--- config.mk ---
export PLATFORM = sky130hd
export DESIGN_NAME = text_full_justifier
export DESIGN_NICKNAME = d
export VERILOG_FILES = /design/src/rtl/tfj_pkg.sv /design/src/rtl/text_full_justifier.sv
export VERILOG_INCLUDE_DIRS = /design/src /design/src/rtl
export SDC_FILE = /design/constraint.sdc
export NUM_CORES = 1
export LEC_CHECK = 0
export BUFFER_PORTS_ARGS = -buffer_cell sky130_fd_sc_hd__buf_2
export CAP_MARGIN = 5
export CORE_MARGIN = 1
export CORE_UTILIZATION = 40
export CTS_BUF_LIST = sky130_fd_sc_hd__clkbuf_8
export CTS_CLUSTER_DIAMETER = 150
export DETAILED_ROUTE_END_ITERATION = 12
export SYNTH_ARGS = -nofsm -noshare
export SYNTH_HDL_FRONTEND = slang
export SYNTH_SLANG_ARGS = --single-unit
--- constraint.sdc ---
create_clock -name clk_i -period 6.98 [get_ports clk_i]
set_clock_uncertainty 0.05 [all_clocks]
set_input_delay 0.698 -clock clk_i [delete_from_list [all_inputs] [get_ports clk_i]]
set_output_delay 0.698 -clock clk_i [all_outputs]
set_load 0.02 [all_outputs]
--- src/rtl/text_full_justifier_defines.svh ---
// ----------------------------------------------------------------------------
// Assertion macros for the text full justifier
// Concurrent checks clocked on clk_i. Each takes a label, a property and a
// message.
// ----------------------------------------------------------------------------
`ifndef TEXT_FULL_JUSTIFIER_DEFINES_SVH
`define TEXT_FULL_JUSTIFIER_DEFINES_SVH

// Check that is switched off while the reset is asserted.
`define TFJ_ASSERT(lbl, prop, msg) \
  lbl: assert property (@(posedge clk_i) disable iff (!rst_ni) (prop)) else $error(msg);

// Check that also holds while the reset is asserted.
`define TFJ_ASSERT_ALWAYS(lbl, prop, msg) \
  lbl: assert property (@(posedge clk_i) (prop)) else $error(msg);

`endif

--- src/rtl/tfj_pkg.sv ---
`timescale 1ns / 1ps
`default_nettype none
// ----------------------------------------------------------------------------
// tfj_pkg
// Constants and types shared by the text full justifier.
// ----------------------------------------------------------------------------
package tfj_pkg;

  localparam int unsigned CH_W = 8;
  localparam int unsigned LW_W = 6;

  // Widest line and most words that a line can hold.
  localparam logic [LW_W-1:0] MAX_WIDTH      = 6'd32;
  localparam logic [4:0]      MAX_WORDS      = 5'd16;
  localparam logic [LW_W-1:0] LINE_WIDTH_RST = 6'd16;
  localparam logic [CH_W-1:0] SPACE_CHAR     = 8'd32;

  // Character buffer holds one line plus one pending word.
  localparam int unsigned BUF_DEPTH  = 64;
  localparam int unsigned BUF_AW     = 6;
  localparam int unsigned WL_DEPTH   = 16;
  localparam int unsigned WL_AW      = 4;
  localparam int unsigned FIFO_DEPTH = 4;
  localparam int unsigned FIFO_AW    = 2;

  typedef struct packed {
    logic [CH_W-1:0] ch;
    logic            line_end;
    logic            last;
  } out_item_t;

endpackage
`default_nettype wire

--- src/rtl/text_full_justifier.sv ---
`timescale 1ns / 1ps
`default_nettype none
// ----------------------------------------------------------------------------
// text_full_justifier
// Greedy full justification of a character stream into fixed-width lines.
// ----------------------------------------------------------------------------
// Usage: word characters enter on the input channel (ch_i, word_end_i,
// text_end_i), one transaction per character. The output channel delivers
// one transaction per character of justified text, with line_end_o on the
// last character of each line and last_of_text_o on the last of the text.
// The line width is written through cfg_we_i/cfg_wdata_i while idle.
// Throughput: characters inside a word are taken at one per cycle. A word
// end that completes a line holds in_stall_o high while the line is read
// out of the character buffer: set-up, a division when spaces must be
// spread over the gaps, then one output character per cycle while the
// output queue has room, plus an append step for the word when a line was
// flushed first. Readout speed is set by the single read port of the
// character buffer. The first character of a line passes the set-up, the
// gap division if needed, the buffer read and the output queue.
// Reset: empty line, empty output queue, width 16. A stalled receiver only
// pauses readout, which keeps in_stall_o high longer; the output queue has 4 entries.
// ----------------------------------------------------------------------------
`include "text_full_justifier_defines.svh"

module text_full_justifier (
  input  logic                       clk_i,
  input  logic                       rst_ni,
  input  logic                       cfg_we_i,
  input  logic [tfj_pkg::LW_W-1:0]   cfg_wdata_i,
  input  logic                       in_valid_i,
  output logic                       in_stall_o,
  input  logic [tfj_pkg::CH_W-1:0]   ch_i,
  input  logic                       word_end_i,
  input  logic                       text_end_i,
  output logic                       out_valid_o,
  input  logic                       out_stall_i,
  output logic [tfj_pkg::CH_W-1:0]   out_ch_o,
  output logic                       line_end_o,
  output logic                       last_of_text_o
);
  import tfj_pkg::*;

  localparam logic [2:0] ST_IDLE   = 3'd0;
  localparam logic [2:0] ST_DIV    = 3'd1;
  localparam logic [2:0] ST_WLD    = 3'd2;
  localparam logic [2:0] ST_SETUP  = 3'd3;
  localparam logic [2:0] ST_RUN    = 3'd4;
  localparam logic [2:0] ST_APPEND = 3'd5;

  localparam logic [1:0] MODE_CHAR = 2'd0;
  localparam logic [1:0] MODE_GAP  = 2'd1;
  localparam logic [1:0] MODE_PAD  = 2'd2;

  localparam logic [2:0] DIV_LAST  = 3'd5;
  localparam logic [FIFO_AW:0] FIFO_FULL = 3'd4;

  // Memories.
  logic [CH_W-1:0]  char_mem_q [BUF_DEPTH];
  logic [LW_W-1:0]  wl_mem_q   [WL_DEPTH];
  logic [CH_W-1:0]  cm_rdata_q;
  logic [LW_W-1:0]  wl_rdata_q;
  logic             cm_we, cm_re;
  logic [BUF_AW-1:0] cm_waddr;
  logic             wl_we, wl_re;
  logic [WL_AW-1:0] wl_waddr, wl_raddr;
  logic [LW_W-1:0]  wl_wdata;

  // Control state.
  logic [2:0]        state_q, state_d;
  logic [LW_W-1:0]   line_width_q;
  logic [BUF_AW-1:0] base_q, base_d;
  logic [LW_W-1:0]   chars_q, chars_d;
  logic [4:0]        words_q, words_d;
  logic [LW_W-1:0]   plen_q, plen_d;
  logic [LW_W-1:0]   len_q, len_d;
  logic              te_q, te_d;
  logic              after_q, after_d;
  logic              last_q, last_d;
  logic [LW_W-1:0]   dvd_q, dvd_d;
  logic [3:0]        rem_q, rem_d;
  logic [2:0]        step_q, step_d;
  logic [WL_AW-1:0]  j_q, j_d;
  logic [LW_W-1:0]   k_q, k_d;
  logic [LW_W-1:0]   sp_q, sp_d;
  logic [1:0]        mode_q, mode_d;
  logic [LW_W-1:0]   cnt_q, cnt_d;
  logic [BUF_AW-1:0] rd_ptr_q, rd_ptr_d;
  logic              s1_valid_q, s1_valid_d;
  logic              s1_sel_q, s1_sel_d;
  logic              s1_le_q, s1_le_d;
  logic              s1_lt_q, s1_lt_d;

  // Output queue.
  out_item_t          fifo_q [FIFO_DEPTH];
  logic [FIFO_AW-1:0] fifo_wp_q, fifo_rp_q;
  logic [FIFO_AW:0]   fifo_cnt_q;
  logic               fifo_push, fifo_pop;
  out_item_t          push_item;

  // Datapath helpers.
  logic [LW_W-1:0] eff_w;
  logic            acc, eow, plen_lt, need_emit, div_go, room, run_issue, last_pos;
  logic [LW_W-1:0] plen_inc, wlen, total;
  logic [6:0]      fit_sum, gap_sum;
  logic [4:0]      gaps, j_next;
  logic [4:0]      div_r, div_diff;
  logic            div_ge;

  always_comb begin
    if (line_width_q == '0) begin
      eff_w = 6'd1;
    end else if (line_width_q > MAX_WIDTH) begin
      eff_w = MAX_WIDTH;
    end else begin
      eff_w = line_width_q;
    end
  end

  assign in_stall_o = (state_q != ST_IDLE);
  assign acc        = in_valid_i && !in_stall_o;
  assign eow        = word_end_i || text_end_i;
  assign plen_lt    = (plen_q < eff_w);
  assign plen_inc   = plen_q + {5'd0, plen_lt};
  assign wlen       = (plen_inc < eff_w) ? plen_inc : eff_w;
  assign fit_sum    = {1'b0, chars_q} + {1'b0, wlen} + {2'b00, words_q};
  assign need_emit  = (words_q != 5'd0) &&
                      ((fit_sum > {1'b0, eff_w}) || (words_q >= MAX_WORDS));
  assign gaps       = words_q - 5'd1;
  assign gap_sum    = {1'b0, chars_q} + {2'b00, gaps};
  assign div_go     = (gaps != 5'd0) && (gap_sum <= {1'b0, eff_w});
  assign total      = eff_w - chars_q;
  assign j_next     = {1'b0, j_q} + 5'd1;

  // One quotient bit per cycle: total spaces over the number of gaps.
  assign div_r    = {rem_q, dvd_q[LW_W-1]};
  assign div_ge   = (div_r >= {1'b0, gaps[3:0]});
  assign div_diff = div_r - {1'b0, gaps[3:0]};

  assign room      = ({1'b0, fifo_cnt_q} + {3'b000, s1_valid_q}) < {1'b0, FIFO_FULL};
  assign run_issue = (state_q == ST_RUN) && room;
  assign last_pos  = (cnt_q == (eff_w - 6'd1));

  assign cm_we    = acc && plen_lt;
  assign cm_waddr = base_q + chars_q + plen_q;
  assign cm_re    = run_issue && (mode_q == MODE_CHAR);
  assign wl_we    = (acc && eow && !need_emit) || (state_q == ST_APPEND);
  assign wl_waddr = words_q[WL_AW-1:0];
  assign wl_wdata = (state_q == ST_APPEND) ? len_q : wlen;

  always_comb begin
    state_d    = state_q;
    base_d     = base_q;
    chars_d    = chars_q;
    words_d    = words_q;
    plen_d     = plen_q;
    len_d      = len_q;
    te_d       = te_q;
    after_d    = after_q;
    last_d     = last_q;
    dvd_d      = dvd_q;
    rem_d      = rem_q;
    step_d     = step_q;
    j_d        = j_q;
    k_d        = k_q;
    sp_d       = sp_q;
    mode_d     = mode_q;
    cnt_d      = cnt_q;
    rd_ptr_d   = rd_ptr_q;
    s1_valid_d = 1'b0;
    s1_sel_d   = s1_sel_q;
    s1_le_d    = s1_le_q;
    s1_lt_d    = s1_lt_q;
    wl_re      = 1'b0;
    wl_raddr   = j_q;

    case (state_q)
      ST_IDLE: begin
        if (acc) begin
          plen_d = plen_inc;
          if (eow) begin
            plen_d   = '0;
            j_d      = '0;
            cnt_d    = '0;
            rd_ptr_d = base_q;
            rem_d    = '0;
            step_d   = '0;
            if (need_emit) begin
              // Flush the current line first; the word is appended after it.
              len_d   = wlen;
              te_d    = text_end_i;
              after_d = 1'b1;
              last_d  = 1'b0;
              if (div_go) begin
                dvd_d   = total;
                state_d = ST_DIV;
              end else begin
                dvd_d   = 6'd1;
                state_d = ST_WLD;
              end
            end else begin
              words_d = words_q + 5'd1;
              chars_d = chars_q + wlen;
              after_d = 1'b0;
              last_d  = 1'b1;
              dvd_d   = 6'd1;
              if (text_end_i) begin
                state_d = ST_WLD;
              end
            end
          end
        end
      end
      ST_DIV: begin
        rem_d  = div_ge ? div_diff[3:0] : div_r[3:0];
        dvd_d  = {dvd_q[LW_W-2:0], div_ge};
        step_d = step_q + 3'd1;
        if (step_q == DIV_LAST) begin
          state_d = ST_WLD;
        end
      end
      ST_WLD: begin
        wl_re    = 1'b1;
        wl_raddr = j_q;
        state_d  = ST_SETUP;
      end
      ST_SETUP: begin
        k_d      = wl_rdata_q;
        mode_d   = MODE_CHAR;
        wl_re    = 1'b1;
        wl_raddr = j_next[WL_AW-1:0];
        state_d  = ST_RUN;
      end
      ST_RUN: begin
        if (run_issue) begin
          s1_valid_d = 1'b1;
          s1_sel_d   = (mode_q == MODE_CHAR);
          s1_le_d    = last_pos;
          s1_lt_d    = last_pos && last_q;
          cnt_d      = cnt_q + 6'd1;
          case (mode_q)
            MODE_CHAR: begin
              rd_ptr_d = rd_ptr_q + 6'd1;
              k_d      = k_q - 6'd1;
              if (k_q == 6'd1) begin
                if (j_next < words_q) begin
                  mode_d = MODE_GAP;
                  sp_d   = dvd_q + {5'd0, (j_q < rem_q)};
                end else begin
                  mode_d = MODE_PAD;
                end
              end
            end
            MODE_GAP: begin
              if (sp_q == 6'd1) begin
                mode_d   = MODE_CHAR;
                j_d      = j_next[WL_AW-1:0];
                k_d      = wl_rdata_q;
                wl_re    = 1'b1;
                wl_raddr = j_q + 4'd2;
              end else begin
                sp_d = sp_q - 6'd1;
              end
            end
            default: begin
            end
          endcase
          if (last_pos) begin
            base_d  = base_q + chars_q;
            words_d = '0;
            chars_d = '0;
            state_d = after_q ? ST_APPEND : ST_IDLE;
          end
        end
      end
      ST_APPEND: begin
        words_d  = 5'd1;
        chars_d  = len_q;
        after_d  = 1'b0;
        last_d   = 1'b1;
        j_d      = '0;
        cnt_d    = '0;
        rd_ptr_d = base_q;
        dvd_d    = 6'd1;
        rem_d    = '0;
        state_d  = te_q ? ST_WLD : ST_IDLE;
      end
      default: begin
        state_d = ST_IDLE;
      end
    endcase
  end

  always_ff @(posedge clk_i or negedge rst_ni) begin
    if (!rst_ni) begin
      state_q      <= ST_IDLE;
      line_width_q <= LINE_WIDTH_RST;
      base_q       <= '0;
      chars_q      <= '0;
      words_q      <= '0;
      plen_q       <= '0;
      len_q        <= '0;
      te_q         <= 1'b0;
      after_q      <= 1'b0;
      last_q       <= 1'b0;
      dvd_q        <= '0;
      rem_q        <= '0;
      step_q       <= '0;
      j_q          <= '0;
      k_q          <= '0;
      sp_q         <= '0;
      mode_q       <= MODE_CHAR;
      cnt_q        <= '0;
      rd_ptr_q     <= '0;
      s1_valid_q   <= 1'b0;
      s1_sel_q     <= 1'b0;
      s1_le_q      <= 1'b0;
      s1_lt_q      <= 1'b0;
    end else begin
      if (cfg_we_i) begin
        line_width_q <= cfg_wdata_i;
      end
      state_q    <= state_d;
      base_q     <= base_d;
      chars_q    <= chars_d;
      words_q    <= words_d;
      plen_q     <= plen_d;
      len_q      <= len_d;
      te_q       <= te_d;
      after_q    <= after_d;
      last_q     <= last_d;
      dvd_q      <= dvd_d;
      rem_q      <= rem_d;
      step_q     <= step_d;
      j_q        <= j_d;
      k_q        <= k_d;
      sp_q       <= sp_d;
      mode_q     <= mode_d;
      cnt_q      <= cnt_d;
      rd_ptr_q   <= rd_ptr_d;
      s1_valid_q <= s1_valid_d;
      s1_sel_q   <= s1_sel_d;
      s1_le_q    <= s1_le_d;
      s1_lt_q    <= s1_lt_d;
    end
  end

  // The line sits at base_q and the pending word right behind it, so a word
  // that fits never has to be moved.
  always_ff @(posedge clk_i) begin
    if (cm_we) begin
      char_mem_q[cm_waddr] <= ch_i;
    end
    if (cm_re) begin
      cm_rdata_q <= char_mem_q[rd_ptr_q];
    end
  end

  always_ff @(posedge clk_i) begin
    if (wl_we) begin
      wl_mem_q[wl_waddr] <= wl_wdata;
    end
    if (wl_re) begin
      wl_rdata_q <= wl_mem_q[wl_raddr];
    end
  end

  // Output queue: an item enters in the cycle after its issue, once the
  // character read has returned.
  assign fifo_push          = s1_valid_q;
  assign fifo_pop           = out_valid_o && !out_stall_i;
  assign push_item.ch       = s1_sel_q ? cm_rdata_q : SPACE_CHAR;
  assign push_item.line_end = s1_le_q;
  assign push_item.last     = s1_lt_q;

  always_ff @(posedge clk_i) begin
    if (fifo_push) begin
      fifo_q[fifo_wp_q] <= push_item;
    end
  end

  always_ff @(posedge clk_i or negedge rst_ni) begin
    if (!rst_ni) begin
      fifo_wp_q  <= '0;
      fifo_rp_q  <= '0;
      fifo_cnt_q <= '0;
    end else begin
      if (fifo_push) begin
        fifo_wp_q <= fifo_wp_q + 2'd1;
      end
      if (fifo_pop) begin
        fifo_rp_q <= fifo_rp_q + 2'd1;
      end
      fifo_cnt_q <= fifo_cnt_q + {2'b00, fifo_push} - {2'b00, fifo_pop};
    end
  end

  assign out_valid_o    = (fifo_cnt_q != '0);
  assign out_ch_o       = fifo_q[fifo_rp_q].ch;
  assign line_end_o     = fifo_q[fifo_rp_q].line_end;
  assign last_of_text_o = fifo_q[fifo_rp_q].last;

  `TFJ_ASSERT(a_fifo_no_overflow, (fifo_push && (fifo_cnt_q == FIFO_FULL)) |-> fifo_pop, "output queue overflow")
  `TFJ_ASSERT(a_char_mode_has_chars, ((state_q == ST_RUN) && (mode_q == MODE_CHAR)) |-> (k_q != 6'd0), "character mode with empty word")
  `TFJ_ASSERT(a_line_bounds, (chars_q <= MAX_WIDTH) && (words_q <= MAX_WORDS), "line buffer over its limits")
  `TFJ_ASSERT(a_line_cleared, (run_issue && last_pos) |=> (words_q == 5'd0) && (chars_q == 6'd0), "line not cleared after readout")
  `TFJ_ASSERT_ALWAYS(a_reset_quiet, !rst_ni |=> (!out_valid_o && !in_stall_o), "block busy in reset")

endmodule
`default_nettype wire
==> qor.yml <==
status:
  status: "complete, no violations"
pwr:
  power.leakage_nw: 13.44
  power.total_mw: 13.70
  p_int_mw: 9.064
  ir_drop_mv: 0.1672
  pwr-share-comb_pct: 32.7
  sequentialPowerShare_pct: 41.3
  swShare_pct: 33.84
  p_switching_mw: 4.637
  p_per_area_nw_per_um2: 368.7
  clkPwrFrac_pct: 26.1
synthesis:
  synth_edf_count: 662
  synth_cells: 1935
  syn_area_um2: 33150
  yosys_warnings: 0
  synth_ff_type: "edfxtp_1"
  ys_seq_elements: 757
  syn_area_per_cell_um2: 17.13
  syn_nets: 2061
  ys_seq_area_share_pct: 67.14
  synth_cell_type_count: 75
  synthArstFlopShare_pct: 12.55
route:
  vias: 17750
  ant_nets: 0
  wire_per_inst_um: 23.46
  drc: 0
  firstDrtPassIters: 5
  routed_wl_um: 75830
  drtIter0Drc: 1416
  via_per_inst: 5.492
sta:
  finalCriticalPeriod_ns: 6.680
  fin_crit_sh_pct: 95.71
  report.final.hold_viol_count: 0
  worst_pin_slew_ns: 1.222
  fmax_mhz: 149.7
  slew_headroom_pct: 18.50
  slew_viol_final: 0
  setup_viol: 0
layout:
  drive_above_1_share_pct: 22.22
  final_area_um2: 37150
  nNetsFinal: 2193
  fillers: 7013
  most-common-layout-cells: "662 x edfxtp_1, 178 x mux4_2, 130 x nor2_1"
  stdcell_count: 3232
  area.growth.synth_to_final_pct: 12.07
  mostFrequentLayoutCell: "edfxtp_1"
floorplanning:
  die_h_um: 289.9
  die_width_um: 289.9
  row_count: 105
  core_area_um2: 82110
  fp.dieArea_um2: 84030
  ios: 33
  start_util_pct: 40.37
clock_network:
  cts_max_level: 3
  root_buffer: "clkbuf_8"
  cts_tree: "yes"
  clock_sinks: 757
  clk_pin_slew_ns: 0.06
  numCtsBuffers: 120
  clk_latency_ns: 0.77
  cts_buffer_depth: 3
setup_path:
  cp-end-kind: "flop"
  cp.required_ns: 7.34
  rr_startpoint: "line_width_q[4]"
  start_kind: "flop"
  cp_common_cell: "ha_1"
  rr_worst_depth: 30
  critPathKind: "reg2reg"
  reg2reg_slack_ns: 0.30
  cp_slowest_cell: "dfstp_2"
  cp_slowest_stage_delay_ns: 0.59
  worst-endpoint-arrival_ns: 7.04
  cp-endpoint: "wl_mem_q[9][0]"
  reg2reg_to: "wl_mem_q[9][0]"
  critPathLaunch: "line_width_q[4]"
  path_max_fanout: 15
grt:
  antenna_found_initial: 1
  grt_overflow: 0
  grt_pass1_wl_um: 115300
  grt_pass1_vias: 18157
  grtUsageTotal_pct: 18.11
  grt_max_degree: 65
place:
  postPlaceCellArea_um2: 34730
  dpl.hpwl_um: 48820
  gp_congestion: 0.8232
  dpl.cell_count: 3008
  port_buffers: 32
hold_path:
  worstHoldStart: "cfg_wdata_i[4]"
  min_path_type: "in2reg"
job:
  drv_cap: 0
-- per-layer routing --
metal | global-route usage [%] | wire length, um | vias up
met2 | 28.79 | 36290 | 539
met4 | 4.385 | 1217 | 0
met1 | 25.89 | 33890 | 9207
li1 | - | - | 7907
met5 | 0 | 0 | -
met3 | 3.294 | 4434 | 97
-- power by group through the flow --
stage | registers (mW) | logic (mW) | clock network, mW
floorplan | 5.54 | 3.24 | 0
global placement | 5.73 | 4.34 | 0
detailed placement | 5.74 | 4.41 | 0
CTS | 5.65 | 4.45 | 3.66
global route | 5.70 | 4.87 | 3.85
finish | 5.66 | 4.47 | 3.57
-- registers in the layout, indices dropped and copies added, names as in the netlist, 8 cells and up --
| register | count |
|---|---|
| cm_rdata_q | 8 |
| char_mem_q | 512 |
| wl_mem_q | 96 |
| fifo_q | 40 |
-- layout make-up --
type | count | area [um^2] | share of cell area, %
Timing Repair Buffer | 90 | 641.9 | 1.728
Antenna cell | 2 | 5.005 | 0.01347
Inverter | 62 | 232.7 | 0.6264
Clock inverter | 92 | 575.6 | 1.549
Sequential cell | 757 | 22270 | 59.93
Tap cell | 1070 | 1339 | 3.603
Clock buffer | 123 | 1693 | 4.556
Multi-Input combinational cell | 1036 | 10400 | 27.99
-- how the worst min path moves through the flow --
stage,cells after the start,to
after floorplan,0,after_q
after global placement,2,step_q[1]
after detailed placement,1,last_q
after CTS,3,line_width_q[5]
after global routing,2,line_width_q[4]
final,2,line_width_q[4]
-- synthesized netlist by cell type (6+ instances only) --
master / number / area share [%]
mux4_2: 178 / 12
xor2_1: 24 / 0.63
edfxtp_1: 662 / 60
mux2_2: 28 / 0.95
o21ai_1: 12 / 0.18
nor2_1: 130 / 1.5
mux2i_1: 96 / 2.9
nor2b_1: 9 / 0.17
nand2b_1: 10 / 0.19
and2_1: 13 / 0.25
and4_1: 8 / 0.21
ha_1: 93 / 3.5
a21oi_1: 48 / 0.72
buf_2: 11 / 0.17
and3_1: 17 / 0.32
a21o_1: 29 / 0.66
a22oi_1: 11 / 0.25
fa_1: 12 / 0.72
inv_1: 59 / 0.67
nand3_1: 30 / 0.45
buf_1: 14 / 0.16
nand2_1: 89 / 1.0
dfrtp_1: 94 / 7.1
o211ai_1: 6 / 0.14
nor3_1: 19 / 0.29
clkbuf_1: 43 / 0.49
buf_6: 9 / 0.31
xnor2_1: 31 / 0.82
o21ai_0: 61 / 0.92
-- critical path, delay by kind of cell (launching register included) --
| family | cells | cell delay (ns) |
|---|---|---|
| adder cells (fa/ha/maj) | 7 | 2.02 |
| AO/OA/AOI/OAI | 11 | 1.74 |
| AND/OR/NAND/NOR | 7 | 1.07 |
| flip-flops | 1 | 0.59 |
| multiplexers | 1 | 0.36 |
| XOR/XNOR | 2 | 0.33 |
| buffers and inverters | 2 | 0.24 |
-- through the flow --
stage	setup slack, ns	utilization [%]	hold WS, ns	setup TNS, ns
3_5_place_dp	-0.06211	42.30	0.4492	-0.6103
2_1_floorplan	0.04096	-	0.3524	0
5_1_grt	-0.05581	45.25	0.1712	-0.7514
6_report	0.2997	45.25	0.2102	0
4_1_cts	0.008733	45.12	0.1488	0
3_3_place_gp	0.08536	42.30	0.4387	0
-- cells by family after synthesis --
kind of cell               synth area share, %
and+or+nand+nor                          4.989
buffers and inverters                    1.879
DFF                                      67.14
xor gates and xnor gates                 1.453
AOI/OAI and AO/OA                        4.363
muxes                                    15.94
adders and majority gates                4.235
-- timing repair --
item | 4_1_cts | 5_1_grt
buffers inserted | 3 | 3
gates cloned | 0 | 0
hold buffers | 1 | 0
resized for setup | 0 | 19
pin swaps | 3 | 5
setup endpoints to repair | 18 | 119
endpoints found under the hold margin | 46 | 0
(Power assumes the default switching activity.)
